**src/hdl/grid_index_linearizer_defines.svh**
```systemverilog
// Assertion macros shared by the grid index linearizer.
`ifndef GRID_INDEX_LINEARIZER_DEFINES_SVH
`define GRID_INDEX_LINEARIZER_DEFINES_SVH
`ifndef NO_ASSERTIONS
`define GIL_ASSERT_IMP(label, clk, rst, lhs, rhs) \
   label: assert property (@(posedge clk) disable iff (rst) (lhs) |-> (rhs)) \
      else $error("gil assertion failed");
`define GIL_ASSERT_NXT(label, clk, rst, lhs, rhs) \
   label: assert property (@(posedge clk) disable iff (rst) (lhs) |=> (rhs)) \
      else $error("gil assertion failed");
`else
`define GIL_ASSERT_IMP(label, clk, rst, lhs, rhs)
`define GIL_ASSERT_NXT(label, clk, rst, lhs, rhs)
`endif
`endif

```
**src/hdl/gil_pkg.sv**
```systemverilog
// Types, constants and helper functions of the grid index linearizer.
package gil_pkg;
   localparam int MAX_DIM     = 1024;
   localparam int REG_W       = 11;
   localparam int COORD_W     = 10;
   localparam int IDX_W       = 30;
   localparam int PLANE_W     = 21;
   localparam int REM_W       = 22;
   localparam int K_STEPS     = 30;
   localparam int J_STEPS     = 20;
   localparam int N_CELLS     = K_STEPS + J_STEPS;

   localparam logic [1:0] REG_NODES_I = 2'd0;
   localparam logic [1:0] REG_NODES_J = 2'd1;
   localparam logic [1:0] REG_NODES_K = 2'd2;

   localparam int CMD_INV_BIT  = 0;
   localparam int CMD_CELL_BIT = 1;

   typedef struct packed {
      logic                 valid;
      logic                 inv;
      logic                 err;
      logic [IDX_W-1:0]     flat;
      logic [IDX_W-1:0]     num;
      logic [REM_W-1:0]     rem;
      logic [PLANE_W-1:0]   dvs;
      logic [REG_W-1:0]     ei;
      logic [COORD_W-1:0]   kq;
   } cell_type;

   function automatic logic [REG_W-1:0] clamp_ext(input logic [REG_W-1:0] n);
      logic [REG_W-1:0] r;
      if (n < REG_W'(2)) begin
         r = REG_W'(2);
      end else if (n > REG_W'(MAX_DIM)) begin
         r = REG_W'(MAX_DIM);
      end else begin
         r = n;
      end
      return r;
   endfunction

   function automatic logic [COORD_W-1:0] sat_coord(input logic [IDX_W-1:0] v);
      logic [COORD_W-1:0] r;
      if (|v[IDX_W-1:COORD_W]) begin
         r = {COORD_W{1'b1}};
      end else begin
         r = v[COORD_W-1:0];
      end
      return r;
   endfunction
endpackage

```
**src/hdl/gil_front.sv**
```systemverilog
// Front stages: extents, plane size, products and range limits.
module gil_front (
   input  logic                      clock,
   input  logic                      reset,
   input  logic                      en,
   input  logic                      in_valid,
   input  logic [1:0]                cmd,
   input  logic [9:0]                coord_i,
   input  logic [9:0]                coord_j,
   input  logic [9:0]                coord_k,
   input  logic [29:0]               flat_index,
   input  logic [10:0]               nodes_i,
   input  logic [10:0]               nodes_j,
   input  logic [10:0]               nodes_k,
   output gil_pkg::cell_type         head
);
   logic        v1_ff, v2_ff, v3_ff;
   logic        inv1_ff, inv2_ff, inv3_ff;
   logic [9:0]  ci1_ff, cj1_ff, ck1_ff, ck2_ff;
   logic [9:0]  ci2_ff;
   logic [29:0] idx1_ff, idx2_ff, idx3_ff;
   logic [10:0] ei1_ff, ej1_ff, ek1_ff, ei2_ff, ek2_ff, ei3_ff;
   logic [20:0] plane2_ff, cjei2_ff, plane3_ff, base3_ff;
   logic        rerr2_ff, rerr3_ff;
   logic [30:0] kp3_ff, lim3_ff;
   logic [10:0] ei_in, ej_in, ek_in;
   logic [21:0] plane_full, cjei_full;
   logic [31:0] kp_full, lim_full;
   logic [30:0] sum;

   always_comb begin
      ei_in = gil_pkg::clamp_ext(nodes_i);
      ej_in = gil_pkg::clamp_ext(nodes_j);
      ek_in = gil_pkg::clamp_ext(nodes_k);
      if (cmd[gil_pkg::CMD_CELL_BIT]) begin
         ei_in = ei_in - 11'd1;
         ej_in = ej_in - 11'd1;
         ek_in = ek_in - 11'd1;
      end
      plane_full = ei1_ff * ej1_ff;
      cjei_full  = {12'd0, cj1_ff} * {11'd0, ei1_ff};
      kp_full    = {22'd0, ck2_ff} * {11'd0, plane2_ff};
      lim_full   = {11'd0, plane2_ff} * {21'd0, ek2_ff};
      sum        = kp3_ff + {10'd0, base3_ff};
   end

   always_ff @(posedge clock) begin
      if (reset) begin
         v1_ff <= 1'b0;
         v2_ff <= 1'b0;
         v3_ff <= 1'b0;
      end else if (en) begin
         v1_ff <= in_valid;
         v2_ff <= v1_ff;
         v3_ff <= v2_ff;
      end
      if (en) begin
         inv1_ff   <= cmd[gil_pkg::CMD_INV_BIT];
         ci1_ff    <= coord_i;
         cj1_ff    <= coord_j;
         ck1_ff    <= coord_k;
         idx1_ff   <= flat_index;
         ei1_ff    <= ei_in;
         ej1_ff    <= ej_in;
         ek1_ff    <= ek_in;
         inv2_ff   <= inv1_ff;
         ci2_ff    <= ci1_ff;
         ck2_ff    <= ck1_ff;
         idx2_ff   <= idx1_ff;
         ei2_ff    <= ei1_ff;
         ek2_ff    <= ek1_ff;
         plane2_ff <= plane_full[20:0];
         cjei2_ff  <= cjei_full[20:0];
         rerr2_ff  <= ({1'b0, ci1_ff} >= ei1_ff) || ({1'b0, cj1_ff} >= ej1_ff) ||
                      ({1'b0, ck1_ff} >= ek1_ff);
         inv3_ff   <= inv2_ff;
         idx3_ff   <= idx2_ff;
         ei3_ff    <= ei2_ff;
         plane3_ff <= plane2_ff;
         base3_ff  <= cjei2_ff + {11'd0, ci2_ff};
         rerr3_ff  <= rerr2_ff;
         kp3_ff    <= kp_full[30:0];
         lim3_ff   <= lim_full[30:0];
      end
   end

   always_comb begin
      head.valid = v3_ff;
      head.inv   = inv3_ff;
      head.num   = idx3_ff;
      head.rem   = '0;
      head.dvs   = plane3_ff;
      head.ei    = ei3_ff;
      head.kq    = '0;
      if (inv3_ff) begin
         head.err  = {1'b0, idx3_ff} >= lim3_ff;
         head.flat = '0;
      end else begin
         head.err  = rerr3_ff || sum[30];
         head.flat = sum[29:0];
      end
   end
endmodule

```
**config.mk**
```make
export PLATFORM = sky130hd
export DESIGN_NAME = gil_front
export DESIGN_NICKNAME = d
export VERILOG_FILES = /design/src/hdl/grid_index_linearizer_defines.svh /design/src/hdl/gil_pkg.sv /design/src/hdl/gil_front.sv
export SDC_FILE = /design/constraint.sdc
export NUM_CORES = 2
export LEC_CHECK = 0
export ABC_AREA = 1
export BUFFER_PORTS_ARGS = -buffer_cell sky130_fd_sc_hd__buf_2
export CAP_MARGIN = 5
export CORE_MARGIN = 2
export CORE_UTILIZATION = 51
export CTS_CLUSTER_SIZE = 8
export DETAILED_ROUTE_END_ITERATION = 10
export GPL_TIMING_DRIVEN = 0
export PLACE_DENSITY = 0.74
export SYNTH_ARGS = -nofsm -noshare
export SYNTH_HDL_FRONTEND = slang
export SYNTH_SLANG_ARGS = --single-unit
```
**constraint.sdc**
```tcl
create_clock -name clock -period 5.6 [get_ports clock]
set_input_delay 0.84 -clock clock [delete_from_list [all_inputs] [get_ports clock]]
set_output_delay 0.84 -clock clock [all_outputs]
set_load 0.02 [all_outputs]
```
==> summary.txt <==
Outcome
  • Status: complete, no violations

Timing
  • Post-route minimum period: 5.43 ns
  • Clock Skews: approximately 0.076 ns
  • Tcrit/Tclk final: 96.9%
  • Fmax: roughly 0.18 GHz
  • Hold Vio Cnt, Final: 0
  • Max_slew headroom: between 30 and 40%
  • Final Slew Violations: 0
  • Setup_tns: 0 ns
  • Worst-Margin Slew: just over 0.9 ns
  • Final setup viols: 0

Critical path
  • Reg-to-reg startpoint: plane2_ff[17]
  • Setup CP Type: flop to flop
  • Worst r2r dst: kp3_ff[25]
  • Flop2flop setup slack: about 0.17 ns
  • Crit path from: plane2_ff[17]
  • CP Capture Type: flop
  • R2r worst-path depth: 20
  • Worst Path Max Fanout: 10
  • Startpoint Class: flop
  • CP required: 5.91 ns
  • CP endpoint: kp3_ff[25]
  • Worst EP arrival: 5.73 ns

Logic synthesis
  • Async set-reset flop share out of synthesis: 0%
  • Syn avg cell area: between 8 and 9 sq um
  • Netlist cell types: 53
  • Sequential cell area fraction in the yosys report: 27.7%
  • Count leader, synth: nand2_1
  • Synth top area share: between 20 and 30%
  • Most used flip-flop cell after synthesis: edfxtp_1
  • Most frequent cells after synthesis: nand2_1 (1230), inv_1 (1087), fa_1 (470), edfxtp_1 (357), ha_1 (340)
  • FF+latch count, synth: 360
  • Mapped Cells: between 4000 and 5000
  • Post-synth EDFFs: 357
  • Top post-synthesis cells by area: edfxtp_1 (28%), fa_1 (24%), nand2_1 (12%), ha_1 (11%), inv_1 (10%)
  • Post-synth top area cell: edfxtp_1
  • Area of the mapped netlist: 0.0389 sq mm
  • Yosys warning count: 0

Cells and area
  • Layout Cells excl Fill: 5837
  • Reg area: 0.0108 sq mm
  • Final instance area: 0.0430 sq mm
  • Layout area overhead: 10.5%
  • Layout cells sized above 1: 8.59%
  • Fin nets: 5752
  • Footprint of the multi-input gates: 0.0234 sq mm
  • Fillers: roughly 6700
  • Final Core Density: 56.8%

Global routing
  • Gr ovfl total: 0
  • Global Route Usage Sum: about a quarter
  • Initial antenna violation count: 5
  • First-pass GRT wire length: 157 mm
  • Largest net degree at the start of global routing: 125
  • Vias in the first global route: 30800

Routing
  • Mean routed wirelength per cell: 16.8 microns
  • Via count: 30000
  • Antenna viol nets, final: 0
  • Avg Vias per Cell: just over 5
  • DR pass1 iterations: 6
  • Drt total wl: 97.8 mm
  • DRC Markers: 0
  • Starting DRT DRC Count: 2405

CTS
  • Clock Pin Slew Worst Setup and Hold Paths: 0.05 ns
  • H-Tree Depth: 2
  • Clk sinks: 360
  • CTS Root Cell: clkbuf_16
  • Worst-Skew Late Latency: 0.64 ns
  • CTS tree: built
  • CTS Buf Count: 53
  • Maximum clock insertion buffer count: 3

Placement
  • RePlAce Congestion: 0.955
  • Placed Cells: between 5000 and 6000
  • Dpl cell area: between 0.04 and 0.05 sq mm
  • Port bufs: 193
  • DPL Wire Length: 79.5 mm

Floorplanning
  • Core Area: 0.0757 sq mm
  • Die height: between 200 and 300 microns
  • Area of the die: 0.0785 sq mm
  • I/O pin count: 226
  • Width of the die: between 200 and 300 microns
  • Initial core utilization: roughly half
  • Rows: around 100

Job
  • Number of max-cap violations: 0

Worst hold path
  • Hold depth: 1
  • Worst min-delay path category: input pin to flop
## critical path, cell delays in order, from the launching register on
cell      delay, ns
edfxtp_1       0.41
clkbuf_2       0.39
nand2_1        0.12
fa_1           0.49
inv_1          0.05
fa_1           0.49
inv_1          0.05
fa_1           0.53
inv_1          0.05
fa_1           0.49
inv_1          0.06
fa_1           0.48
inv_1          0.04
ha_1           0.42
nand2_1        0.15
nor2_1         0.17
inv_1          0.07
nor3_1         0.25
nand3_1        0.16
nand3_1        0.11
nand2_1        0.11
## layout by cell type (no fill, tap or decap), drive strengths merged, types with 13 or more instances in the layout
master,instances
xnor2,35
o21ai,101
conb,32
inv,1089
fa,470
a21o,13
nor3,33
xor2,74
buf,247
clkbuf,184
nand2,1242
nor2,220
ha,340
a21oi,175
nand4,41
nand3,129
o21bai,15
edfxtp,357
## final cells by class
class,count,area share (%)
Sequential cell,360,25.1
Antenna cell,2,0.0116
Multi-Input combinational cell,2969,54.4
Tap cell,978,2.85
Clock buffer,61,3.16
Clock inverter,8,0.326
Timing Repair Buffer,203,2.54
Inverter,1089,9.51
Buffer,167,2.10
## per-layer routing
metal | wire (microns) | global-route usage (%) | share of wire (%) | vias up
met5 | 74 | 0.438 | 0.076 | -
met4 | 3790 | 9.95 | 3.9 | 6
met3 | 8800 | 6.22 | 9.0 | 233
met2 | 45000 | 41.6 | 46 | 1170
met1 | 40200 | 32.9 | 41 | 14300
li1 | - | - | - | 14400
## how the worst min path moves through the flow
stage	endpoint	slack, ns	startpoint
2_1_floorplan	ei3_ff[0]	0.40	ei2_ff[0]
3_3_place_gp	idx3_ff[15]	0.40	idx2_ff[15]
3_5_place_dp	idx3_ff[15]	0.40	idx2_ff[15]
4_1_cts	ck1_ff[6]	0.36	coord_k[6]
5_1_grt	ck1_ff[7]	0.37	coord_k[7]
6_report	ck1_ff[7]	0.38	coord_k[7]
## flip-flops by register name, indices dropped and copies added, names as in the netlist, 10 cells and up
name       flops
plane2_ff     21
ei3_ff        11
idx3_ff       30
ei2_ff        11
ci1_ff        10
idx2_ff       30
ek1_ff        11
ek2_ff        11
ei1_ff        11
ci2_ff        10
base3_ff      21
ck1_ff        10
ej1_ff        11
cjei2_ff      21
cj1_ff        10
ck2_ff        10
plane3_ff     21
idx1_ff       30
lim3_ff       31
kp3_ff        31
## cell families after synthesis
kind of cell	count (synthesis)	synth area share, %
AO/OA/AOI/OAI	326	4.57
flip-flops	360	27.7
other	1	0.00964
AND/OR/NAND/NOR	1692	17.6
adder cells (fa/ha/maj)	810	35.1
XOR/XNOR	109	2.45
buffers and inverters	1256	12.5
## per-stage QoR
step	worst slack [ns]	hold slack [ns]
after floorplan	0.810	0.400
after global placement	-2.04	0.400
after detailed placement	-0.165	0.405
after CTS	0.00819	0.360
after global routing	-0.00869	0.373
final	0.173	0.384
## what timing repair did
action                     in CTS  in global routing
setup buffers                   0                  8
setup endpoints to repair      20                 57
gates resized for setup        21                147
hold buffers                    0                  0
pin swaps                       0                  1
Power is left out: the tool's default activity adds up to more than one toggle a clock period on the data nets, which glitch-free logic cannot reach.
