**src/hdl/grid_index_linearizer_defines.svh**
```systemverilog
// Assertion macros shared by the grid index linearizer.
`ifndef GRID_INDEX_LINEARIZER_DEFINES_SVH
`define GRID_INDEX_LINEARIZER_DEFINES_SVH
`ifndef NO_ASSERTIONS
`define GIL_ASSERT_IMP(label, clk, rst, lhs, rhs) \
   label: assert property (@(posedge clk) disable iff (rst) (lhs) |-> (rhs)) \
      else $error("gil assertion failed");
`define GIL_ASSERT_NXT(label, clk, rst, lhs, rhs) \
   label: assert property (@(posedge clk) disable iff (rst) (lhs) |=> (rhs)) \
      else $error("gil assertion failed");
`else
`define GIL_ASSERT_IMP(label, clk, rst, lhs, rhs)
`define GIL_ASSERT_NXT(label, clk, rst, lhs, rhs)
`endif
`endif

```
**src/hdl/gil_pkg.sv**
```systemverilog
// Types, constants and helper functions of the grid index linearizer.
package gil_pkg;
   localparam int MAX_DIM     = 1024;
   localparam int REG_W       = 11;
   localparam int COORD_W     = 10;
   localparam int IDX_W       = 30;
   localparam int PLANE_W     = 21;
   localparam int REM_W       = 22;
   localparam int K_STEPS     = 30;
   localparam int J_STEPS     = 20;
   localparam int N_CELLS     = K_STEPS + J_STEPS;

   localparam logic [1:0] REG_NODES_I = 2'd0;
   localparam logic [1:0] REG_NODES_J = 2'd1;
   localparam logic [1:0] REG_NODES_K = 2'd2;

   localparam int CMD_INV_BIT  = 0;
   localparam int CMD_CELL_BIT = 1;

   typedef struct packed {
      logic                 valid;
      logic                 inv;
      logic                 err;
      logic [IDX_W-1:0]     flat;
      logic [IDX_W-1:0]     num;
      logic [REM_W-1:0]     rem;
      logic [PLANE_W-1:0]   dvs;
      logic [REG_W-1:0]     ei;
      logic [COORD_W-1:0]   kq;
   } cell_type;

   function automatic logic [REG_W-1:0] clamp_ext(input logic [REG_W-1:0] n);
      logic [REG_W-1:0] r;
      if (n < REG_W'(2)) begin
         r = REG_W'(2);
      end else if (n > REG_W'(MAX_DIM)) begin
         r = REG_W'(MAX_DIM);
      end else begin
         r = n;
      end
      return r;
   endfunction

   function automatic logic [COORD_W-1:0] sat_coord(input logic [IDX_W-1:0] v);
      logic [COORD_W-1:0] r;
      if (|v[IDX_W-1:COORD_W]) begin
         r = {COORD_W{1'b1}};
      end else begin
         r = v[COORD_W-1:0];
      end
      return r;
   endfunction
endpackage

```
**src/hdl/gil_div_cell.sv**
```systemverilog
// One restoring division step of the divider chain.
module gil_div_cell (
   input  logic               clock,
   input  logic               reset,
   input  logic               en,
   input  gil_pkg::cell_type  d_in,
   output gil_pkg::cell_type  d_out
);
   gil_pkg::cell_type        step_ff, step_in;
   logic [gil_pkg::REM_W-1:0] trial;

   always_comb begin
      step_in = d_in;
      trial   = {d_in.rem[gil_pkg::REM_W-2:0], d_in.num[gil_pkg::IDX_W-1]};
      if (trial >= {1'b0, d_in.dvs}) begin
         step_in.rem = trial - {1'b0, d_in.dvs};
         step_in.num = {d_in.num[gil_pkg::IDX_W-2:0], 1'b1};
      end else begin
         step_in.rem = trial;
         step_in.num = {d_in.num[gil_pkg::IDX_W-2:0], 1'b0};
      end
   end

   always_ff @(posedge clock) begin
      if (reset) begin
         step_ff.valid <= 1'b0;
      end else if (en) begin
         step_ff.valid <= step_in.valid;
      end
      if (en) begin
         step_ff.inv  <= step_in.inv;
         step_ff.err  <= step_in.err;
         step_ff.flat <= step_in.flat;
         step_ff.num  <= step_in.num;
         step_ff.rem  <= step_in.rem;
         step_ff.dvs  <= step_in.dvs;
         step_ff.ei   <= step_in.ei;
         step_ff.kq   <= step_in.kq;
      end
   end

   assign d_out = step_ff;
endmodule

```
**config.mk**
```make
export PLATFORM = sky130hd
export DESIGN_NAME = gil_div_cell
export DESIGN_NICKNAME = d
export VERILOG_FILES = /design/src/hdl/grid_index_linearizer_defines.svh /design/src/hdl/gil_pkg.sv /design/src/hdl/gil_div_cell.sv
export SDC_FILE = /design/constraint.sdc
export NUM_CORES = 1
export LEC_CHECK = 0
export BUFFER_PORTS_ARGS = -buffer_cell sky130_fd_sc_hd__buf_2
export CAP_MARGIN = 15
export CELL_PAD_IN_SITES_DETAIL_PLACEMENT = 1
export CELL_PAD_IN_SITES_GLOBAL_PLACEMENT = 1
export CORE_MARGIN = 2
export CORE_UTILIZATION = 36
export DETAILED_ROUTE_END_ITERATION = 7
export GPL_ROUTABILITY_DRIVEN = 0
export HOLD_SLACK_MARGIN = 0.15
export PLACE_DENSITY_LB_ADDON = 0.1
export SLEW_MARGIN = 15
export SYNTH_ARGS = -nofsm -noshare
export SYNTH_HDL_FRONTEND = slang
export SYNTH_SLANG_ARGS = --single-unit
```
**constraint.sdc**
```tcl
create_clock -name clock -period 3.12 [get_ports clock]
set_input_delay 0.312 -clock clock [delete_from_list [all_inputs] [get_ports clock]]
set_output_delay 0.312 -clock clock [all_outputs]
set_load 0.03 [all_outputs]
```
==> results of run 1 <==
## synthesized netlist by cell type (all sizes together) (2+ instances only)
| library cell | n | area (µm²) |
|---|---|---|
| buf | 5 | 55.05 |
| o211ai | 4 | 30.03 |
| a21oi | 25 | 140.1 |
| nor4 | 3 | 33.78 |
| and3 | 4 | 27.52 |
| nor3 | 4 | 20.02 |
| nand2b | 3 | 18.77 |
| nand4 | 3 | 18.77 |
| a21o | 3 | 23.77 |
| o21ai | 13 | 72.57 |
| ha | 21 | 262.8 |
| a221oi | 2 | 23.77 |
| nand3 | 3 | 15.01 |
| inv | 27 | 101.4 |
| o21a | 2 | 15.01 |
| xor2 | 7 | 61.31 |
| nor2 | 14 | 52.55 |
| xnor2 | 9 | 78.83 |
| mux2i | 4 | 40.04 |
| mux2 | 19 | 251.5 |
| nand2 | 22 | 82.58 |
| clkbuf | 3 | 12.51 |
| edfxtp | 126 | 3784 |
## cells in the final DEF (no fill, tap or decap), drive strengths merged, types with 2 or more instances in the layout
cell type,instances
buf,266
edfxtp,126
dlygate4sd3,105
inv,29
a21oi,25
nand2,22
ha,21
mux2,19
clkbuf,18
nor2,14
o21ai,13
xnor2,9
xor2,7
clkinv,6
nor3,4
o211ai,4
mux2i,4
and3,4
nand3,3
nand4,3
nand2b,3
bufinv,3
clkinvlp,3
a21o,3
nor4,3
o21a,2
a221oi,2
## repair_timing
action                                 in CTS  in global routing
resized for setup                           0                 12
hold buffers                              105                  0
endpoints found under the hold margin     104                  0
setup buffers                               0                  1
setup endpoints to repair                   0                 16
## per-layer routing
metal | vias to the layer above | share of wire (%) | routed length, µm | track usage [%]
met4 | 4 | 2.5 | 480 | 9.502
met5 | - | 0.14 | 27 | 0
met2 | 187 | 53 | 10090 | 43.52
met3 | 35 | 6.4 | 1235 | 7.264
met1 | 2088 | 38 | 7370 | 26.46
li1 | 2061 | - | - | -
## power by group
part | total (mW) | switching [mW] | internal, mW
Combinational | 1.12 | 0.689 | 0.431
Sequential | 2.12 | 0.0499 | 2.07
Clock | 2.03 | 0.783 | 1.25
## per-stage QoR
stage	setup TNS (ns)	hold slack (ns)	total power [mW]
floorplan	0	0.3844	2.768
global placement	0	0.4741	3.105
detailed placement	-0.1035	0.4793	3.126
CTS	0	0.1894	5.245
global route	-0.01004	0.1951	5.446
finish	0	0.2051	5.269
## cell families after synthesis
| group | count (synthesis) |
|---|---|
| muxes | 23 |
| xor gates and xnor gates | 16 |
| buffers and inverters | 35 |
| and+or+nand+nor | 61 |
| AOI/OAI and AO/OA | 59 |
| DFF | 127 |
| adders and majority gates | 22 |
## worst paths after layout
| path | start | endpoint | slack [ns] |
|---|---|---|---|
| worst max-delay path | d_in[27] | d_out[43]$_DFFE_PP_ | 0.12 |
| worst min-delay path | d_in[55] | d_out[56]$_DFFE_PP_ | 0.21 |
| worst max register to register | d_out[126]$_SDFFE_PP0P_ | d_out[126]$_SDFFE_PP0P_ | 1.94 |
| worst min register to register | d_out[126]$_SDFFE_PP0P_ | d_out[126]$_SDFFE_PP0P_ | 1.12 |
## worst max-delay path: stages
cell and delay, ns:
sky130_fd_sc_hd__dlygate4sd3_1 0.52, sky130_fd_sc_hd__buf_2 0.11, sky130_fd_sc_hd__inv_1 0.04, sky130_fd_sc_hd__ha_1 0.37, sky130_fd_sc_hd__nand2_2 0.12, sky130_fd_sc_hd__nor2_1 0.06, sky130_fd_sc_hd__and3_2 0.22, sky130_fd_sc_hd__a31o_1 0.22
sky130_fd_sc_hd__o211a_1 0.24, sky130_fd_sc_hd__nor4_4 0.26, sky130_fd_sc_hd__buf_4 0.18, sky130_fd_sc_hd__buf_6 0.16, sky130_fd_sc_hd__mux2_2 0.36
## area by class of cell
type	instances	area [µm²]	area share, %
Tap cell	184	230.2	2.676
Clock inverter	14	166.4	1.935
Clock buffer	17	425.4	4.945
Timing Repair Buffer	372	2431	28.26
Antenna cell	1	2.502	0.02909
Multi-Input combinational cell	181	1441	16.76
Inverter	27	101.3	1.178
Sequential cell	127	3804	44.22
==> impl_metrics.prom, run 1 <==
# TYPE chip_impl_metric gauge
chip_impl_metric{name="cts_buffer_count",unit=""} 17
chip_impl_metric{name="vias_per_cell",unit=""} 4.740
chip_impl_metric{name="drt_iter0_markers",unit=""} 256
chip_impl_metric{name="yosys-mux-area-fraction",unit="%"} 5.417
chip_impl_metric{name="hpwl",unit="mm"} 12.29
chip_impl_info{name="critPathLaunchType",value="input pin"} 1
chip_impl_metric{name="synthArstFlopShare",unit="%"} 0
chip_impl_metric{name="clk_path_buf_depth",unit=""} 2
chip_impl_metric{name="synth.yosys.seq_area_share",unit="%"} 70.68
chip_impl_metric{name="drt_drc_violations_left",unit=""} 0
chip_impl_metric{name="layout.nets",unit=""} 878
chip_impl_metric{name="worst-endpoint-arrival",unit="ns"} 3.17
chip_impl_metric{name="synth_compound_gate_area_share",unit="%"} 7.208
chip_impl_metric{name="worstMarginPinSlew",unit="ns"} 0.5757
chip_impl_metric{name="clock.fmax",unit="MHz"} 333.0
chip_impl_metric{name="final_layout_size_suffix_gt1_share",unit="%"} 44.72
chip_impl_metric{name="clk_pin_slew_worst_paths",unit="ns"} 0.06
chip_impl_metric{name="synthXorXnorAreaFrac",unit="%"} 2.604
chip_impl_info{name="hold_path_class",value="input pin to flop"} 1
chip_impl_metric{name="drv_slew",unit=""} 0
chip_impl_metric{name="cts.htree.levels",unit=""} 4
chip_impl_metric{name="floorplan.die.height",unit="µm"} 126.3
chip_impl_metric{name="worstPathRequired",unit="ns"} 3.28
chip_impl_metric{name="clkSinkCount",unit=""} 127
chip_impl_metric{name="finalCritPeriodShare",unit="%"} 96.25
chip_impl_metric{name="area_delta_synth_final",unit="%"} 59.85
chip_impl_metric{name="period_minus_slack",unit="ns"} 3.003
chip_impl_metric{name="timing.final.ws_setup",unit="ns"} 0.1170
chip_impl_metric{name="worst_ir_drop_vdd",unit="mV"} 0.3541
chip_impl_metric{name="hold_path_depth",unit=""} 2
chip_impl_metric{name="layoutNonFillerInstCount",unit=""} 923
chip_impl_metric{name="std_cell_rows",unit=""} 44
chip_impl_info{name="cts_tree",value="yes"} 1
chip_impl_metric{name="buffer_ports.inserted",unit=""} 255
chip_impl_metric{name="die_x",unit="µm"} 126.3
chip_impl_metric{name="postSynthAreaPerCell",unit="µm²"} 15.69
chip_impl_metric{name="wl",unit="mm"} 19.20
chip_impl_metric{name="overflow_left_after_global_routing",unit=""} 0
chip_impl_metric{name="count_of_max_cap_constraint_violations",unit=""} 0
chip_impl_metric{name="final_non_filler_cell_area",unit="µm²"} 8602
chip_impl_metric{name="yosys_register_bits",unit=""} 127
chip_impl_metric{name="num_vias",unit=""} 4375
chip_impl_metric{name="synthAdderAreaFrac",unit="%"} 5.255
chip_impl_metric{name="detail_route_antenna_nets",unit=""} 0
chip_impl_metric{name="top_fanout_value_on_the_critical_path",unit=""} 9
chip_impl_metric{name="floorplan.core_area",unit="µm²"} 14590
chip_impl_info{name="synth_flop_cell",value="sky130_fd_sc_hd__edfxtp_1"} 1
chip_impl_metric{name="synth-edff-count",unit=""} 126
chip_impl_info{name="critical_path_class",value="input pin to flop"} 1
chip_impl_metric{name="floorplan.initialDensity",unit="%"} 36.89
chip_impl_metric{name="postSynthNetCount",unit=""} 495
chip_impl_metric{name="setup-violations-final",unit=""} 0
chip_impl_metric{name="inst_count_dp",unit=""} 784
chip_impl_metric{name="mappedNetlistArea",unit="µm²"} 5381
chip_impl_metric{name="gate_count_after_technology_mapping",unit=""} 343
chip_impl_info{name="main_combinational_cell_family_by_area_after_synthesis",value="compound AO/OA/AOI/OAI gates"} 1
chip_impl_metric{name="first_global_vias",unit=""} 4828
chip_impl_metric{name="floorplan.die_area",unit="µm²"} 15940
chip_impl_metric{name="grt_start_max_net_pins",unit=""} 61
chip_impl_info{name="outcome",value="complete, no violations"} 1
chip_impl_info{name="clk_root_buffer_cell",value="sky130_fd_sc_hd__clkbuf_16"} 1
chip_impl_metric{name="num_io_pins",unit=""} 257
chip_impl_metric{name="largest_register_ffs",unit=""} 127
chip_impl_metric{name="worstRegToRegCells",unit=""} 3
chip_impl_metric{name="yosysUniqueCellTypes",unit=""} 52
chip_impl_info{name="worst_setup_path_end_kind",value="flop"} 1
chip_impl_metric{name="drt_pass1_iterations",unit=""} 4
chip_impl_metric{name="fill_count",unit=""} 1486
chip_impl_metric{name="grt_first_pass_wirelength",unit="mm"} 28.45
chip_impl_metric{name="clock_latency",unit="ns"} 0.41
chip_impl_metric{name="synth_simple_gate_area_share",unit="%"} 5.696
chip_impl_metric{name="finalCoreUtilization",unit="%"} 58.96
chip_impl_metric{name="timing.final.hold_violations",unit=""} 0
chip_impl_metric{name="fin_skew",unit="ns"} 0
chip_impl_metric{name="antenna_found_initial",unit=""} 3
chip_impl_metric{name="leakage",unit="nW"} 3.776
chip_impl_metric{name="power_per_cell_area",unit="nW/µm²"} 612.6
chip_impl_metric{name="slew_margin_rel",unit="%"} 61.62
chip_impl_metric{name="grt_util_all_layers",unit="%"} 24.09
chip_impl_metric{name="postPlaceCellArea",unit="µm²"} 6902
chip_impl_metric{name="post-place-ws",unit="ns"} -0.04652
chip_impl_metric{name="ys.warnings.count",unit=""} 0
chip_impl_metric{name="drt-wirelength-per-cell",unit="µm"} 20.81
(Power assumes the default switching activity.)
==> inputs of run 2 (changes only) <==
--- a/config.mk
+++ b/config.mk
@@ -15,6 +15,7 @@
 export GPL_ROUTABILITY_DRIVEN = 0
 export HOLD_SLACK_MARGIN = 0.15
 export PLACE_DENSITY_LB_ADDON = 0.1
+export SETUP_SLACK_MARGIN = 0.4
 export SLEW_MARGIN = 15
 export SYNTH_ARGS = -nofsm -noshare
 export SYNTH_HDL_FRONTEND = slang
==> run 2 against run 1 <==
Compared with the run above: register-to-register slack worse by 0.02 ns; critical path depth is 3 lower; flip-flop and latch count did not move; non-clock buffer count decreased by 2; critical path type unchanged; sequential power barely moved; combinational power about the same; total power fell by 1.1%; worst setup slack improved by 0.36 ns; global-route usage down 0.49 points; maximum frequency rose by 14%.
==> impl_metrics.prom, run 2 (same netlist as run 1, synthesis figures left out) <==
# TYPE chip_impl_metric gauge
chip_impl_info{name="critical_path_class",value="input pin to flop"} 1
chip_impl_metric{name="clk_path_buf_depth",unit=""} 2
chip_impl_info{name="outcome",value="complete, no violations"} 1
chip_impl_metric{name="report.power.total",unit="mW"} 5.209
chip_impl_metric{name="finalCoreUtilization",unit="%"} 59.13
chip_impl_metric{name="clock.fmax",unit="MHz"} 378.0
chip_impl_metric{name="floorplan.die.height",unit="µm"} 126.3
chip_impl_metric{name="met3RoutedLength",unit="mm"} 1.255
chip_impl_metric{name="worstRegToRegCells",unit=""} 3
chip_impl_info{name="layout_commonest_cell",value="sky130_fd_sc_hd__buf_2"} 1
chip_impl_metric{name="top_fanout_value_on_the_critical_path",unit=""} 8
chip_impl_info{name="worstReg2RegEnd",value="d_out[126]$_SDFFE_PP0P_"} 1
chip_impl_metric{name="layoutNonFillerInstCount",unit=""} 923
chip_impl_metric{name="drt_pass1_iterations",unit=""} 4
chip_impl_metric{name="timing.final.ws_setup",unit="ns"} 0.4744
chip_impl_metric{name="overflow_left_after_global_routing",unit=""} 0
chip_impl_metric{name="detail_route_antenna_nets",unit=""} 0
chip_impl_info{name="layout_common_cells",value="sky130_fd_sc_hd__buf_2 (254), sky130_fd_sc_hd__edfxtp_1 (126), sky130_fd_sc_hd__dlygate4sd3_1 (105)"} 1
chip_impl_metric{name="power_per_cell_area",unit="nW/µm²"} 603.9
chip_impl_metric{name="drt_drc_violations_left",unit=""} 0
chip_impl_metric{name="clkSinkCount",unit=""} 127
chip_impl_info{name="clk_root_buffer_cell",value="sky130_fd_sc_hd__clkbuf_16"} 1
chip_impl_metric{name="postPlaceCellArea",unit="µm²"} 6925
chip_impl_metric{name="setup.reg_to_reg.worst_slack",unit="ns"} 1.92
chip_impl_info{name="rsz0062_at_grt",value="no"} 1
chip_impl_metric{name="setup-violations-final",unit=""} 0
chip_impl_metric{name="buffer_ports.inserted",unit=""} 255
chip_impl_info{name="hold_path_class",value="input pin to flop"} 1
chip_impl_metric{name="slew_margin_rel",unit="%"} 50.87
chip_impl_metric{name="clk_pin_slew_worst_paths",unit="ns"} 0.06
chip_impl_metric{name="drv_slew",unit=""} 0
chip_impl_metric{name="antenna_found_initial",unit=""} 4
chip_impl_metric{name="final_layout_size_suffix_gt1_share",unit="%"} 44.78
chip_impl_metric{name="multiInputGateArea",unit="µm²"} 1446
chip_impl_metric{name="drt-met1-wl",unit="mm"} 7.073
chip_impl_metric{name="grt_first_pass_wirelength",unit="mm"} 27.97
chip_impl_metric{name="period_minus_slack",unit="ns"} 2.646
chip_impl_info{name="maxUsedRoutingLayer",value="met5"} 1
chip_impl_metric{name="wl",unit="mm"} 18.96
chip_impl_metric{name="finalCritPeriodShare",unit="%"} 84.79
chip_impl_metric{name="area_delta_synth_final",unit="%"} 60.31
chip_impl_metric{name="inst_count_dp",unit=""} 781
chip_impl_info{name="reg2reg_from",value="d_out[126]$_SDFFE_PP0P_"} 1
chip_impl_metric{name="num_io_pins",unit=""} 257
chip_impl_metric{name="fin_skew",unit="ns"} 0
chip_impl_metric{name="grt_start_max_net_pins",unit=""} 78
chip_impl_metric{name="count_of_max_cap_constraint_violations",unit=""} 0
chip_impl_metric{name="vias_per_cell",unit=""} 4.752
chip_impl_metric{name="final_non_filler_cell_area",unit="µm²"} 8627
chip_impl_metric{name="post-place-ws",unit="ns"} 0.1134
chip_impl_metric{name="floorplan.core_area",unit="µm²"} 14590
chip_impl_metric{name="floorplan.die_area",unit="µm²"} 15940
chip_impl_metric{name="layout.nets",unit=""} 876
chip_impl_metric{name="largest_register_ffs",unit=""} 127
chip_impl_metric{name="regArea",unit="µm²"} 3804
chip_impl_metric{name="fill_count",unit=""} 1516
chip_impl_metric{name="cts_buffer_count",unit=""} 17
chip_impl_metric{name="grt_util_all_layers",unit="%"} 23.60
chip_impl_info{name="cts_tree",value="yes"} 1
chip_impl_metric{name="clock_latency",unit="ns"} 0.40
chip_impl_metric{name="drt-wirelength-per-cell",unit="µm"} 20.54
chip_impl_info{name="critPathLaunchType",value="input pin"} 1
chip_impl_info{name="whs_endpoint",value="d_out[56]$_DFFE_PP_"} 1
chip_impl_metric{name="std_cell_rows",unit=""} 44
chip_impl_info{name="hp-start",value="d_in[55]"} 1
chip_impl_metric{name="routed-wl-met2",unit="mm"} 10.02
chip_impl_metric{name="hpwl",unit="mm"} 12.21
chip_impl_metric{name="first_global_vias",unit=""} 4752
chip_impl_metric{name="drt_iter0_markers",unit=""} 194
chip_impl_metric{name="leakage",unit="nW"} 3.773
chip_impl_metric{name="hold_path_depth",unit=""} 2
chip_impl_metric{name="worstMarginPinSlew",unit="ns"} 0.7370
chip_impl_metric{name="worstPathRequired",unit="ns"} 3.28
chip_impl_metric{name="die_x",unit="µm"} 126.3
chip_impl_metric{name="cts.htree.levels",unit=""} 4
chip_impl_metric{name="worst_ir_drop_vdd",unit="mV"} 0.4703
chip_impl_metric{name="floorplan.initialDensity",unit="%"} 36.89
chip_impl_metric{name="fin_hold_ws",unit="ns"} 0.2132
chip_impl_info{name="worst_setup_path_end_kind",value="flop"} 1
chip_impl_metric{name="worst-endpoint-arrival",unit="ns"} 2.80
chip_impl_metric{name="tns",unit="ns"} 0
chip_impl_metric{name="timing.final.hold_violations",unit=""} 0
chip_impl_metric{name="num_vias",unit=""} 4386
## run 2: cell types whose count changed in the layout (fill, tap and decap cells not counted), moves of 2 or more
cell	change
sky130_fd_sc_hd__a21oi_1	+2
sky130_fd_sc_hd__a21oi_2	-2
sky130_fd_sc_hd__buf_12	+2
sky130_fd_sc_hd__buf_4	-2
sky130_fd_sc_hd__buf_6	-2
sky130_fd_sc_hd__clkinv_2	-3
sky130_fd_sc_hd__inv_1	-2
## run 2: area by class of cell
class                   instances  share of cell area, %
flip-flops and latches        127                  44.09
repair buffers                370                  28.41
multi-input cells             181                  16.77
clock buffers                  17                  4.931
well taps                     184                  2.669
clock inverters                15                  1.871
inverters                      27                  1.204
diodes                          2                0.05801
## run 2: worst max-delay path, cell delays in order
cell,delay [ns]
sky130_fd_sc_hd__dlygate4sd3_1,0.52
sky130_fd_sc_hd__buf_2,0.11
sky130_fd_sc_hd__inv_1,0.04
sky130_fd_sc_hd__ha_1,0.38
sky130_fd_sc_hd__a21oi_1,0.20
sky130_fd_sc_hd__o21ai_0,0.11
sky130_fd_sc_hd__a21oi_1,0.21
sky130_fd_sc_hd__or4b_1,0.46
sky130_fd_sc_hd__and3_1,0.18
sky130_fd_sc_hd__mux2_1,0.28
## run 2: routing by layer
metal  up-vias  GRT usage (%)
li1       2063              -
met2       180          42.25
met4         4          9.955
met1      2095          25.55
met5         -              0
met3        44          7.774
## run 2: where the power goes
group	switching, mW	total, mW	internal, mW
logic	0.693	1.13	0.437
registers	0.0482	2.11	2.07
clock network	0.781	1.97	1.18
## run 2: how the worst max path moves through the flow
| stage | startpoint | end | slack [ns] | cells after the start |
|---|---|---|---|---|
| 6_report | d_in[40] | d_out[62]$_DFFE_PP_ | 0.47 | 10 |
| 5_1_grt | d_in[40] | d_out[62]$_DFFE_PP_ | 0.39 | 10 |
| 4_1_cts | d_in[35] | d_out[59]$_DFFE_PP_ | 0.44 | 11 |
| 3_5_place_dp | d_in[93] | d_out[44]$_DFFE_PP_ | 0.11 | 13 |
| 3_3_place_gp | d_in[93] | d_out[43]$_DFFE_PP_ | 0.15 | 13 |
| 2_1_floorplan | d_in[93] | d_out[46]$_DFFE_PP_ | 0.40 | 12 |
## run 2: timing repair
action	in CTS	in global routing
hold buffers	105	0
setup endpoints to repair	0	19
gates resized for setup	0	7
setup buffers	0	2
endpoints found under the hold margin	104	0
